`src/urt_pkg.sv`:
```
// ----------------------------------------------------------------------------
// urt_pkg: shared types and constants of the unique record table
// Command and status codes, beat structs and the entry layout.
// ----------------------------------------------------------------------------
`timescale 1ns / 1ps

package urt_pkg;

  localparam int TABLE_DEPTH_DEF = 512;

  localparam logic [15:0] ID_MASK  = 16'h3FFF;
  localparam logic [15:0] NEW_MARK = 16'h8000;

  localparam int TOTAL_W = 10;
  localparam int SLOT_W  = 9;

  // command codes
  localparam logic [2:0] CMD_INIT   = 3'd0;
  localparam logic [2:0] CMD_INSERT = 3'd1;
  localparam logic [2:0] CMD_LOOKUP = 3'd2;
  localparam logic [2:0] CMD_READ   = 3'd3;
  localparam logic [2:0] CMD_TAKE   = 3'd4;

  // status codes
  localparam logic [1:0] STS_DONE = 2'd0;
  localparam logic [1:0] STS_DUP  = 2'd1;
  localparam logic [1:0] STS_FULL = 2'd2;

  typedef struct packed {
    logic [2:0]        command;
    logic [13:0]       record_id;
    logic [31:0]       first_value;
    logic [31:0]       second_value;
    logic [SLOT_W-1:0] slot_index;
  } cmd_t;

  typedef struct packed {
    logic               found;
    logic [31:0]        first_out;
    logic [31:0]        second_out;
    logic [15:0]        entry_word;
    logic               any_new;
    logic [TOTAL_W-1:0] entry_total;
    logic [1:0]         status;
  } rsp_t;

  // one table entry as held in a cell
  typedef struct packed {
    logic [15:0] word;
    logic [31:0] first;
    logic [31:0] second;
  } entry_t;

endpackage

```
`src/urt_cell.sv`:
```
// ----------------------------------------------------------------------------
// urt_cell: one entry of the circulating table
// Holds an entry word and its two values; loads its neighbor when shifting.
// ----------------------------------------------------------------------------
`timescale 1ns / 1ps

module urt_cell import urt_pkg::*; (
  input  logic   clk,
  input  logic   rst,
  input  logic   shift,
  input  entry_t d,
  output entry_t q
);

  // entry word resets to zero, values are undefined until written
  always_ff @(posedge clk) begin
    if (rst) begin
      q.word <= '0;
    end else if (shift) begin
      q.word <= d.word;
    end
    if (shift) begin
      q.first  <= d.first;
      q.second <= d.second;
    end
  end

endmodule

```
`config.mk`:
```
export PLATFORM = sky130hd
export DESIGN_NAME = urt_cell
export DESIGN_NICKNAME = d
export VERILOG_FILES = /design/src/urt_pkg.sv /design/src/urt_cell.sv
export SDC_FILE = /design/constraint.sdc
export NUM_CORES = 1
export LEC_CHECK = 0
export BUFFER_PORTS_ARGS = -buffer_cell sky130_fd_sc_hd__buf_2
export CORE_ASPECT_RATIO = 1.25
export CORE_UTILIZATION = 25
export DETAILED_ROUTE_END_ITERATION = 7
export GPL_ROUTABILITY_DRIVEN = 0
export HOLD_SLACK_MARGIN = 0.05
export SLEW_MARGIN = 0
export SYNTH_ARGS = -nofsm -noshare
export SYNTH_HDL_FRONTEND = slang
export SYNTH_SLANG_ARGS = --single-unit
```
`constraint.sdc`:
```
create_clock -name clk -period 1.7 [get_ports clk]
set_input_delay 0.17 -clock clk [delete_from_list [all_inputs] [get_ports clk]]
set_output_delay 0.17 -clock clk [all_outputs]
set_load 0.03 [all_outputs]
```
==> out/metrics.csv <==
metric,value,unit
P&R area growth vs syn,75.05,%
# diodes,0,
# IOs,163,
ys flop type,edfxtp_1,
max_cap viols,0,
Sequential Power Share,48.8,%
final setup TNS,0,ns
Syn Area/Cell,21.57,um2
max-slew violation count,0,
Worst VDD drop,0.0004587,V
RSZ-0062 raised after global routing,false,
number of synthesized flops with an enable pin,64,
port bufs,162,
wire length per cell,12.27,um
num rows,40,
Reg with most FFs,q,
number of post-CTS setup repair buffers,0,
Final Total Pwr,4.736,mW
Detailed Route WL,5916,um
Util after Layout,45.35,%
clk slew on worst S/H paths,0.06,ns
Top Registers,q (80),
cell count after synthesis,116,
Worst Path Required,1.53,ns
routed vias/inst,3.873,
Combinational Power Share,15.5,%
distinct cell type count after synthesis,8,
sequential-to-total area share from yosys stat,89.60,%
"top cells by count, synth","64 x edfxtp_1, 16 x dfxtp_1, 16 x mux2i_1, 16 x nor2_1",
Multi-input gate area,220.2,um2
CP max stage delay,0.39,ns
Tcrit/Tclk final,63.79,%
Yosys top cell by area,edfxtp_1,
clock power share,35.7,%
CP cell instances,buf_2,
Async SR Flop Fraction,0,%
Mapped Area,0.002502,mm2
Inst Count DP,402,
Crit-path slowest cell,edfxtp_1,
post-synth top area share,76.80,%
hold_ws,0.07587,ns
Crit Path Category,reg -> out,
max_slew headroom,79.02,%
CP Capture Type,output pin,
initial antenna violation count,0,
CTS buffer count,9,
worst slew pin tran,0.3147,ns
Core Area,0.009659,mm2
dpl cell area,0.003473,mm2
CP top delay family,flip-flops,
Pre-antenna DRT Iters,4,
CP max FO,1,
hold buffers post-CTS,64,
largest net degree at the start of global routing,37,
worst skew pair latency,0.33,ns
flip-flop count of the largest register after layout,80,
Fillers,882,
total die area,0.01042,mm2
global-route usage over all layers,11.97,%
Synth area leaders,"edfxtp_1 77%, dfxtp_1 13%, mux2i_1 6.4%",
Reg area,0.002242,mm2
Hold Crit Class,in -> reg,
Die W,91.49,um
pwr dens,1081,mW/mm2
final non-filler cell total,482,
Synthesized Nets,199,
critical path arrival,0.91,ns
Synth warnings,0,
Final Instance Area,0.004380,mm2
P_int,3.545,mW
clk buf depth,2,
clk sinks,80,
initial core utilization,25.91,%
number of global-route vias before repair,1897,
H-tree depth,3,
Iteration-0 DRC Markers,46,
fraction of layout instances using a drive strength above 1,50.00,%
Setup Skew,0,ns
Sw Pwr,1.191,mW
Residual DRC,0,
gr ovfl total,0,
max frequency,922.2,MHz
CTS-repair resized insts,0,
Final nets,434,
dominant cell by count in the synthesized netlist,edfxtp_1,
endpoints failing hold,0,
status,"finished, final reports clean",
"Buf+Inv Stages, Crit Path",1,
final setup fails,0,
Vias,1867,
switching share of power,25.15,%
Yosys reg bits,80,
static leakage,1.950,nW
root buf cell,clkbuf_16,
Tmin final,1.084,ns
worst setup margin,0.6156,ns
first-pass GRT wire length,9052,um
CP Launch Type,register,
Die Height,113.9,um
dpl ws,0.5636,ns
CTS tree,done,
Routed Antenna Nets,0,
layout by cell type, fill, tap and decap left out, drive strengths merged:
master	Yosys	layout
nor2	16	16
mux2i	16	16
dlygate4sd3	0	64
dfxtp	16	16
clkbuf	0	11
buf	4	164
edfxtp	64	64
clkinv	0	3
clkinvlp	0	2
kinds of logic (layout without fill, tap and decap cells):
logic type	count (synthesis)	in the layout	synth area share [%]
flops	80	80	89.60
simple gates	16	16	2.400
buf+inv	4	244	1.600
mux	16	16	6.400
power groups by stage:
| stage | Sequential, mW | Clock, mW | Combinational (mW) |
|---|---|---|---|
| after detailed placement | 2.35 | 0 | 0.623 |
| final | 2.31 | 1.69 | 0.733 |
| after CTS | 2.31 | 1.77 | 0.737 |
| after global placement | 2.35 | 0 | 0.621 |
| after floorplan | 2.66 | 0 | 0.0512 |
| after global routing | 2.32 | 1.84 | 0.777 |
final cells by class:
class                           count  area share, %
Sequential cell                    80          51.19
Timing Repair Buffer              228          34.10
Clock buffer                       11          5.313
Multi-Input combinational cell     32          5.027
Tap cell                          126          3.599
Clock inverter                      5         0.7712
final timing paths:
check,to,depth (start not counted),start,slack [ns]
setup / recovery,q[10],1,q[10],0.62
hold / removal,q[64],3,d[64],0.08
setup reg to reg,q[78],2,q[78],1.08
hold reg to reg,q[79],2,q[79],0.50
routing by layer:
metal	vias up	track usage [%]	part of all wire, %
li1	901	-	-
met1	833	12.98	40
met2	122	19.35	46
met3	11	4.333	10
met4	0	8.571	2.8
met5	-	0	0
No activity file was read; power rests on OpenSTA's default activity.
